[src/hdl/spq_pkg.sv]
// shared types and constants for the stable priority task queue
package spq_pkg;

	localparam int DEPTH = 16;
	localparam int CNT_W = $clog2(DEPTH + 1);
	localparam int ID_W  = 8;
	localparam int PRI_W = 8;

	typedef enum logic [1:0] {
		OP_INSERT = 2'd0,
		OP_START  = 2'd1,
		OP_FINISH = 2'd2
	} op_t;

	typedef enum logic [1:0] {
		ST_OK      = 2'd0,
		ST_FULL    = 2'd1,
		ST_NOSTART = 2'd2,
		ST_NORUN   = 2'd3
	} status_t;

	typedef enum logic {
		S_IDLE = 1'b0,
		S_EXEC = 1'b1
	} state_t;

	// commands from the controller to the datapath
	typedef struct packed {
		logic capture;
		logic commit;
	} dp_cmd_t;

endpackage

[src/hdl/spq_dp.sv]
// datapath: sorted entry row, compare masks, update and result register
module spq_dp import spq_pkg::*; (
	input  logic              clk,
	input  logic              arst_n,
	input  dp_cmd_t           cmd,
	input  logic [1:0]        opcode,
	input  logic [ID_W-1:0]   task_id,
	input  logic [PRI_W-1:0]  task_priority,
	output logic [1:0]        status,
	output logic [ID_W-1:0]   started_id,
	output logic [CNT_W-1:0]  occupancy
);

	// entry row and count
	logic [ID_W-1:0]  ids_q  [DEPTH];
	logic [PRI_W-1:0] prio_q [DEPTH];
	logic [DEPTH-1:0] run_q;
	logic [CNT_W-1:0] cnt_q;

	// captured item and masks
	op_t              op_s1;
	logic [ID_W-1:0]  id_s1;
	logic [PRI_W-1:0] prio_s1;
	logic [DEPTH-1:0] le_s1;
	logic [DEPTH-1:0] rm_s1;

	// result register
	status_t          status_q;
	logic [ID_W-1:0]  started_q;
	logic [CNT_W-1:0] occ_q;

	logic [DEPTH-1:0] valid;
	logic [DEPTH-1:0] le;
	logic [DEPTH-1:0] rm;
	logic [DEPTH-1:0] le_prev;
	logic [DEPTH-1:0] rm_prev;
	logic [DEPTH-1:0] fin_sel;
	logic [ID_W-1:0]  ids_up  [DEPTH];
	logic [ID_W-1:0]  ids_dn  [DEPTH];
	logic [PRI_W-1:0] prio_up [DEPTH];
	logic [PRI_W-1:0] prio_dn [DEPTH];
	logic [DEPTH-1:0] run_up;
	logic [DEPTH-1:0] run_dn;
	logic [ID_W-1:0]  fin_id;

	logic [ID_W-1:0]  ids_d  [DEPTH];
	logic [PRI_W-1:0] prio_d [DEPTH];
	logic [DEPTH-1:0] run_d;
	logic [CNT_W-1:0] cnt_d;
	status_t          status_d;
	logic [ID_W-1:0]  started_d;

	// per-entry compares against the incoming priority and running prefix
	always_comb begin
		logic acc;
		acc = 1'b0;
		for (int k = 0; k < DEPTH; k++) begin
			valid[k] = (CNT_W'(k) < cnt_q);
			le[k]    = valid[k] && (prio_q[k] <= task_priority);
			acc      = acc | (valid[k] & run_q[k]);
			rm[k]    = acc;
		end
	end

	// neighbour views of the row for shifting
	always_comb begin
		ids_up[0]        = id_s1;
		prio_up[0]       = prio_s1;
		ids_dn[DEPTH-1]  = '0;
		prio_dn[DEPTH-1] = '0;
		for (int k = 1; k < DEPTH; k++) begin
			ids_up[k]  = ids_q[k-1];
			prio_up[k] = prio_q[k-1];
		end
		for (int k = 0; k < DEPTH - 1; k++) begin
			ids_dn[k]  = ids_q[k+1];
			prio_dn[k] = prio_q[k+1];
		end
		run_up  = {run_q[DEPTH-2:0], 1'b0};
		run_dn  = {1'b0, run_q[DEPTH-1:1]};
		le_prev = {le_s1[DEPTH-2:0], 1'b1};
		rm_prev = {rm_s1[DEPTH-2:0], 1'b0};
		fin_sel = rm_s1 & ~rm_prev;
	end

	// id of the first running entry
	always_comb begin
		fin_id = '0;
		for (int k = 0; k < DEPTH; k++) begin
			fin_id = fin_id | (fin_sel[k] ? ids_q[k] : '0);
		end
	end

	// next row state and result
	always_comb begin
		ids_d     = ids_q;
		prio_d    = prio_q;
		run_d     = run_q;
		cnt_d     = cnt_q;
		status_d  = ST_OK;
		started_d = '0;
		case (op_s1)
			OP_INSERT: begin
				if (cnt_q == CNT_W'(DEPTH)) begin
					status_d = ST_FULL;
				end else begin
					for (int k = 0; k < DEPTH; k++) begin
						if (!le_s1[k]) begin
							if (le_prev[k]) begin
								ids_d[k]  = id_s1;
								prio_d[k] = prio_s1;
								run_d[k]  = 1'b0;
							end else begin
								ids_d[k]  = ids_up[k];
								prio_d[k] = prio_up[k];
								run_d[k]  = run_up[k];
							end
						end
					end
					cnt_d = cnt_q + CNT_W'(1);
				end
			end
			OP_START: begin
				if (cnt_q == '0 || run_q[0]) begin
					status_d = ST_NOSTART;
				end else begin
					run_d[0]  = 1'b1;
					started_d = ids_q[0];
				end
			end
			OP_FINISH: begin
				if (!rm_s1[DEPTH-1]) begin
					status_d = ST_NORUN;
				end else begin
					for (int k = 0; k < DEPTH; k++) begin
						if (rm_s1[k]) begin
							ids_d[k]  = ids_dn[k];
							prio_d[k] = prio_dn[k];
							run_d[k]  = run_dn[k];
						end
					end
					cnt_d     = cnt_q - CNT_W'(1);
					started_d = fin_id;
				end
			end
			default: begin
				status_d = ST_OK;
			end
		endcase
	end

	// control state of the row
	always_ff @(posedge clk or negedge arst_n) begin
		if (!arst_n) begin
			run_q <= '0;
			cnt_q <= '0;
		end else if (cmd.commit) begin
			run_q <= run_d;
			cnt_q <= cnt_d;
		end
	end

	// payload registers
	always_ff @(posedge clk) begin
		if (cmd.capture) begin
			op_s1   <= op_t'(opcode);
			id_s1   <= task_id;
			prio_s1 <= task_priority;
			le_s1   <= le;
			rm_s1   <= rm;
		end
		if (cmd.commit) begin
			ids_q     <= ids_d;
			prio_q    <= prio_d;
			status_q  <= status_d;
			started_q <= started_d;
			occ_q     <= cnt_d;
		end
	end

	assign status     = status_q;
	assign started_id = started_q;
	assign occupancy  = occ_q;

endmodule

[src/hdl/spq_ctrl.sv]
// controller: capture and commit sequencing plus output valid
module spq_ctrl import spq_pkg::*; (
	input  logic    clk,
	input  logic    arst_n,
	input  logic    in_valid,
	output logic    in_ready,
	output logic    out_valid,
	input  logic    out_ready,
	output dp_cmd_t cmd
);

	state_t state_q;
	state_t state_d;
	logic   out_valid_q;
	logic   room;

	// output register free now or at this edge
	assign room = !out_valid_q || out_ready;

	// next state
	always_comb begin
		state_d = state_q;
		unique case (state_q)
			S_IDLE: begin
				if (in_valid && room) begin
					state_d = S_EXEC;
				end
			end
			S_EXEC: begin
				state_d = S_IDLE;
			end
			default: begin
				state_d = S_IDLE;
			end
		endcase
	end

	// outputs
	always_comb begin
		in_ready    = 1'b0;
		cmd.capture = 1'b0;
		cmd.commit  = 1'b0;
		unique case (state_q)
			S_IDLE: begin
				in_ready    = room;
				cmd.capture = in_valid && room;
			end
			S_EXEC: begin
				cmd.commit = 1'b1;
			end
			default: begin
				in_ready = 1'b0;
			end
		endcase
	end

	// state and result valid
	always_ff @(posedge clk or negedge arst_n) begin
		if (!arst_n) begin
			state_q     <= S_IDLE;
			out_valid_q <= 1'b0;
		end else begin
			state_q <= state_d;
			if (cmd.commit) begin
				out_valid_q <= 1'b1;
			end else if (out_ready) begin
				out_valid_q <= 1'b0;
			end
		end
	end

	assign out_valid = out_valid_q;

endmodule

[src/hdl/stable_priority_task_queue.sv]
// top level of the stable priority task queue
//
//  channel | signals                                    | handshake
//  in      | opcode, task_id, task_priority             | in_valid / in_ready
//  out     | status, started_id, occupancy              | out_valid / out_ready
//
// each item is handled as a capture of the item and the entry compare masks,
// then a commit step that shifts the entry row and loads the result register.
// a new item is taken while the previous result waits, as long as the result
// register frees by that edge. reset clears the count and running bits;
// entry payloads are only read below the count. no clearing pass is needed.
module stable_priority_task_queue import spq_pkg::*; (
	input  logic              clk,
	input  logic              arst_n,
	input  logic              in_valid,
	output logic              in_ready,
	input  logic [1:0]        opcode,
	input  logic [ID_W-1:0]   task_id,
	input  logic [PRI_W-1:0]  task_priority,
	output logic              out_valid,
	input  logic              out_ready,
	output logic [1:0]        status,
	output logic [ID_W-1:0]   started_id,
	output logic [CNT_W-1:0]  occupancy
);

	dp_cmd_t cmd;

	// sequencing
	spq_ctrl u_ctrl (
		.clk       (clk),
		.arst_n    (arst_n),
		.in_valid  (in_valid),
		.in_ready  (in_ready),
		.out_valid (out_valid),
		.out_ready (out_ready),
		.cmd       (cmd)
	);

	// entry row and result
	spq_dp u_dp (
		.clk           (clk),
		.arst_n        (arst_n),
		.cmd           (cmd),
		.opcode        (opcode),
		.task_id       (task_id),
		.task_priority (task_priority),
		.status        (status),
		.started_id    (started_id),
		.occupancy     (occupancy)
	);

	// an accepted item is followed by the busy commit state, with in_ready low
	a_busy_after_accept: assert property (@(posedge clk) disable iff (!arst_n)
		in_valid && in_ready |=> !in_ready)
		else $error("item accepted during commit cycle");

	// every accepted item yields a valid result once its commit is done
	a_result_follows: assert property (@(posedge clk) disable iff (!arst_n)
		in_valid && in_ready |-> ##2 out_valid)
		else $error("result missing after item");

	// occupancy never exceeds the queue depth
	a_occ_bound: assert property (@(posedge clk) disable iff (!arst_n)
		out_valid |-> occupancy <= CNT_W'(DEPTH))
		else $error("occupancy beyond depth");

	// failed operations report a zero id
	a_fail_zero_id: assert property (@(posedge clk) disable iff (!arst_n)
		out_valid && status != ST_OK |-> started_id == '0)
		else $error("non-zero id on failed operation");

endmodule

[config.mk]
export PLATFORM = sky130hd
export DESIGN_NAME = stable_priority_task_queue
export DESIGN_NICKNAME = d
export VERILOG_FILES = /design/src/hdl/spq_pkg.sv /design/src/hdl/spq_dp.sv /design/src/hdl/spq_ctrl.sv /design/src/hdl/stable_priority_task_queue.sv
export SDC_FILE = /design/constraint.sdc
export NUM_CORES = 1
export LEC_CHECK = 0
export BUFFER_PORTS_ARGS = -buffer_cell sky130_fd_sc_hd__buf_4
export CAP_MARGIN = 5
export CORE_MARGIN = 1
export CORE_UTILIZATION = 47
export CTS_BUF_LIST = sky130_fd_sc_hd__clkbuf_16
export CTS_CLUSTER_DIAMETER = 50
export DETAILED_ROUTE_END_ITERATION = 10
export GPL_ROUTABILITY_DRIVEN = 0
export PLACE_DENSITY = 0.75
export REMOVE_ABC_BUFFERS = 1
export SYNTH_ARGS = -nofsm -noshare
export SYNTH_HDL_FRONTEND = slang
export SYNTH_SLANG_ARGS = --single-unit
[constraint.sdc]
create_clock -name clk -period 3.4 [get_ports clk]
set_input_delay 0 -clock clk [delete_from_list [all_inputs] [get_ports clk]]
set_output_delay 0 -clock clk [all_outputs]
set_load 0.02 [all_outputs]
# --- After elaboration in Yosys (flattened, before gate mapping) ---
# Index checks and enable logic that the tools add are counted.
totals:
  input_bits: 22
  wordCells: 403
  n_memories: 0
  latch_bits: 0
  register_bits: 344
  romBits: 0
  output_inout_bits: 17
  ram_bits: 0
op_classes:
  multipliers: 0
  n_div: 0
  n_eq_ne: 37
  n_bitwise: 49
  order_cmp: 32
  reduce_logical: 42
  shift: 0
  n_mux: 182
  addsub: 2
op_table:
  columns: ["cell", "n"]
  rows:
  - ["8-bit 2-to-1 mux", 110]
  - ["128-bit 2-to-1 mux", 4]
  - ["128-bit one-hot mux with 2 select lines", 2]
  - ["8-bit <= comparator", 16]
  - ["8-bit OR", 15]
  - ["6-bit AND reduction", 15]
  - ["1-bit 2-to-1 mux", 54]
  - ["4-bit by 5-bit < comparator with 1-bit output, first input constant", 8]
  - ["2-bit inequality test, second input constant", 18]
  - ["16-bit 2-to-1 mux", 2]
  - ["2-bit by 1-bit inequality test with 1-bit output, second input constant", 16]
  - ["15-bit one-hot mux with 2 select lines", 1]
  - ["3-bit by 5-bit < comparator with 1-bit output, first input constant", 4]
  - ["1-bit logical AND", 17]
  - ["1-bit AND", 16]
  - ["16-bit AND", 1]
  - ["16-bit inverter", 1]
  - ["8-bit one-hot mux with 2 select lines", 1]
  - ["1-bit OR", 15]
  - ["1-bit by 5-bit < comparator with 1-bit output, first input constant", 2]
  - ["2-bit by 5-bit < comparator with 1-bit output, first input constant", 2]
  - ["5-bit 2-to-1 mux", 2]
  - ["5-bit one-hot mux with 2 select lines", 1]
  - ["7-bit AND reduction", 1]
  - ["other kinds (17)", 20]

# --- Depth between registers and ports, before layout ---
logic_depth:
  depth_word: 20
  mapped_depth: 10
  depth_no_buf: 7

# --- By module ---
# From an unflattened synthesis, not the netlist that was laid out.
hier_totals:
  hier_cells: 1895
  area_unflattened_um2: 20483.4
by_module_without_submodules:
  columns: ["module", "cells_per_inst", "n_inst", "seq_area_each_um2", "area_per_inst_um2"]
  rows:
  - ["spq_dp", 1887, 1, 10164.7, 20382.0]
  - ["spq_ctrl", 8, 1, 50.0, 101.3]

# --- Least setup slack after synthesis ---
# No wires, ideal clock.
synth_timing:
  path_type: "register -> register"
  start: "register u_dp.cnt_q[1]"
  end: "register u_dp.ids_q, in the netlist u_dp.ids_dn[120] (enable)"
  setup_time_ns: 0.395
  stages_incl_launch_ff: 10
  slack_ns: 0.377
  arrival_ns: 2.628
  n_path_buf: 3
  period_less_slack_ns: 3.023
  required_time_ns: 3.005
  path_cell_list: "dfrtp_1 buf_6 clkbuf_1 inv_1 ha_1 and4bb_4 a21boi_4 nand3_4 buf_6 a221oi_2"
synth_via:
  elab_chain_cells: 3
synth_rtl:
  columns: ["item", "line", "source"]
  rows:
  - ["start: declaration", "spq_dp.sv:18", "logic [CNT_W-1:0] cnt_q;"]
  - ["start signal: assignment", "spq_dp.sv:159", "cnt_q <= cnt_d;"]
  - ["5-bit equality test", "spq_dp.sv:104", "if (cnt_q == CNT_W'(DEPTH)) begin"]
  - ["2-bit inequality test (no source line)", null, null]
  - ["6-bit AND reduction (no source line)", null, null]
  - ["end signal: assignment", "spq_dp.sv:173", "ids_q <= ids_d;"]
  - ["end: declaration", "spq_dp.sv:15", "logic [ID_W-1:0] ids_q [DEPTH];"]
# No other way between the ends.
# A chain may end at the register's enable or synchronous reset.

# --- Worst setup path in the final report ---
layout_timing:
  start: "register u_dp.cnt_q[0]"
  end: "register u_dp.prio_q, in the netlist u_dp.prio_dn[108] (enable)"
layout_via:
  elab_chain_cells: 3
layout_rtl:
  columns: ["item", "line", "source"]
  rows:
  - ["5-bit equality test", "spq_dp.sv:104", null]
  - ["2-bit inequality test (no source line)", null, null]
  - ["6-bit AND reduction (no source line)", null, null]
  - ["end signal: assignment", "spq_dp.sv:174", "prio_q <= prio_d;"]
  - ["end: declaration", "spq_dp.sv:16", "logic [PRI_W-1:0] prio_q [DEPTH];"]
# No other way between the ends.

==> out/metrics.yaml <==
peakVddDrop_mv: 0.422
routedWlPerCell_um: 22.4
worstPathCellList: "buf_4 > inv_1 > ha_1 > and4bb_4 > a21boi_4 > nand3_4 > a221oi_4 > buf_4"
fin_skew_ns: 0.0198
io_pins: 39
fillers: 3683
antenna_found_initial: 0
pre_cts_slack_ns: 0.531
slew_violations: 0
cts_resized: 0
p_leak_nw: 9.02
row_count: 76
setup_tns_ns: 0
dp_hpwl_um: 39800
ctsRootBufferMaster: "clkbuf_16"
h-tree-depth: 2
finalHoldViolCount: 0
crit_buf_inv: 3
synthToLayoutAreaGrowth_pct: 10.8
antenna_cells: 0
min_from: "task_id[4]"
critical-path-top-delay-family: "compound AO/OA/AOI/OAI gates"
drt_iter0_markers: 1928
slowest_stage: "a221oi_4"
clkTransAtPathRegs_ns: 0.06
nets: 2039
power_density_mw_per_mm2: 541
routed_wl_um: 55900
syn_inst: 1871
maxSlewHeadroom_pct: 14.0
antenna_left: 0
core_mm2: 0.0432
grt_usage_pct: 24.7
final-setup-viol-count: 0
critPathCaptureType: "flop"
final_layout_size_suffix_gt1_share_pct: 9.48
max_freq_mhz: 346
grt_max_degree: 181
cp.arrival_ns: 3.13
initial_core_util_pct: 47.8
io_buffer_count: 38
max-cap-violations: 0
slowest_delay_ns: 0.67
cts.sinks: 344
grt_pass1_wl_um: 85700
drc: 0
timing.final.crit_share_pct: 85.0
synth_cell_types: 62
critPathMaxFanout: 18
die_area_mm2: 0.0447
crit_required_ns: 3.64
cpMostUsedCell: "buf_4"
fp.dieW_um: 211
period_minus_slack_ns: 2.89
cts_buffers: 39
worstSetupStartpointType: "flop"
ys_warn_count: 0
netlist_area_mm2: 0.0206
synthFlopType: "edfxtp_1"
grt_setup_unrepaired: "false"
grt-ovfl-total: 0
final_cell_mix: "edfxtp_1, nand2_1, o21ai_0"
synth_edf_count: 321
num_vias: 15600
dr.pass1.iters: 6
startpoint: "u_dp.cnt_q[0]"
cts_tree: "done"
yosysSeqAreaShare_pct: 49.5
synthArstFlopShare_pct: 6.69
clockBufferDepth: 3
status: "finished clean"
grt_pass1_vias: 15100
dieHeight_um: 211
hold_class: "input port to flop"
worst_pin_slew_ns: 1.28
avgSynthCellArea_um2: 11.0
worstReg2RegStart: "u_dp.cnt_q[0]"
vias_per_cell: 6.26
ys_ff_latch: 344
mostFrequentLayoutCell: "edfxtp_1"
worstSetupPathType: "flop to flop"
fin_ws_ns: 0.510
clkLatencyLatePin_ns: 0.54
[synth_stat cells, types with 23 or more instances]
master	instances	share of area [%]
a21oi_1	46	1.1
a22o_1	36	1.5
a22oi_1	30	1.1
clkbuf_1	93	1.7
dfrtp_1	23	2.8
edfxtp_1	321	47
ha_1	136	8.3
inv_1	51	0.93
mux2i_1	244	12
nand2_1	262	4.8
nand4_1	25	0.76
nor2_1	56	1.0
nor2b_1	30	0.91
o21ai_0	249	6.0
[area by class of cell]
| cell class | count | area (µm²) | share of cell area, % |
|---|---|---|---|
| Multi-Input combinational cell | 1339 | 9660 | 42.3 |
| Tap cell | 585 | 732 | 3.20 |
| Timing Repair Buffer | 106 | 898 | 3.93 |
| Clock buffer | 39 | 976 | 4.27 |
| Inverter | 51 | 191 | 0.838 |
| Sequential cell | 344 | 10200 | 44.7 |
| Clock inverter | 31 | 176 | 0.772 |
[path summary, 6_finish.rpt]
| check | endpoint | slack (ns) | cells past startpoint |
|---|---|---|---|
| setup / recovery | u_dp.prio_dn[108] | 0.51 | 8 |
| hold / removal | u_dp.id_s1[4] | 0.18 | 2 |
| setup reg to reg | u_dp.prio_dn[108] | 0.51 | 8 |
| hold reg to reg | u_ctrl.out_valid | 0.54 | 2 |
| max in group asynchronous | u_dp.run_q[12] | 2.77 | 4 |
| min in group asynchronous | u_ctrl.state_q | 0.46 | 4 |
[power breakdown]
part           total, mW  switching (mW)  internal [mW]
clock network       3.87            1.70           2.17
logic               2.78            1.61           1.17
registers           5.73           0.567           5.16
[metal layers]
layer / track usage, % / part of all wire [%] / up-vias
li1: - / - / 7041
met1: 33.9 / 42 / 7673
met2: 39.4 / 46 / 781
met3: 4.81 / 9.0 / 117
met4: 7.92 / 2.6 / 0
met5: 0 / 0 / -
[metrics by stage]
step	util (%)	power [mW]	instance area (µm²)	hold WS, ns	instances
after floorplan	-	7.58	20100	-0.296	1734
after global placement	49.7	8.37	21500	-0.0734	2403
after detailed placement	49.7	8.48	21500	-0.0708	2403
after CTS	52.9	12.3	22900	0.167	2495
after global routing	52.9	12.8	22900	0.177	2495
final	52.9	12.4	22900	0.183	2495
[flip-flops by register name, summed over array words and instances, names as in the netlist]
name / flops
u_dp.op_s1: 2
u_dp.prio_dn: 120
u_dp.status: 2
u_dp.prio_q: 8
u_dp.rm_s1: 16
u_dp.cnt_q: 5
u_dp.ids_dn: 120
u_ctrl.out_valid: 1
u_dp.ids_q: 8
u_dp.started_id: 8
u_dp.le_s1: 16
u_dp.run_q: 16
u_dp.occupancy: 5
u_ctrl.state_q: 1
u_dp.prio_s1: 8
u_dp.id_s1: 8
[timing repair]
| item | CTS | global route |
|---|---|---|
| buffers inserted | 0 | 0 |
| setup endpoints to repair | 0 | 0 |
| hold buffers | 22 | 0 |
| endpoints found under the hold margin | 42 | 0 |
[cells by family after synthesis]
group | share of synthesized area (%)
buf+inv | 3.65
mux | 13.4
fa+ha+maj | 8.25
xor+xnor | 0.127
compound gates | 15.2
simple gates | 9.77
flops | 49.5
Note: power is estimated with default switching activity, not from simulation.
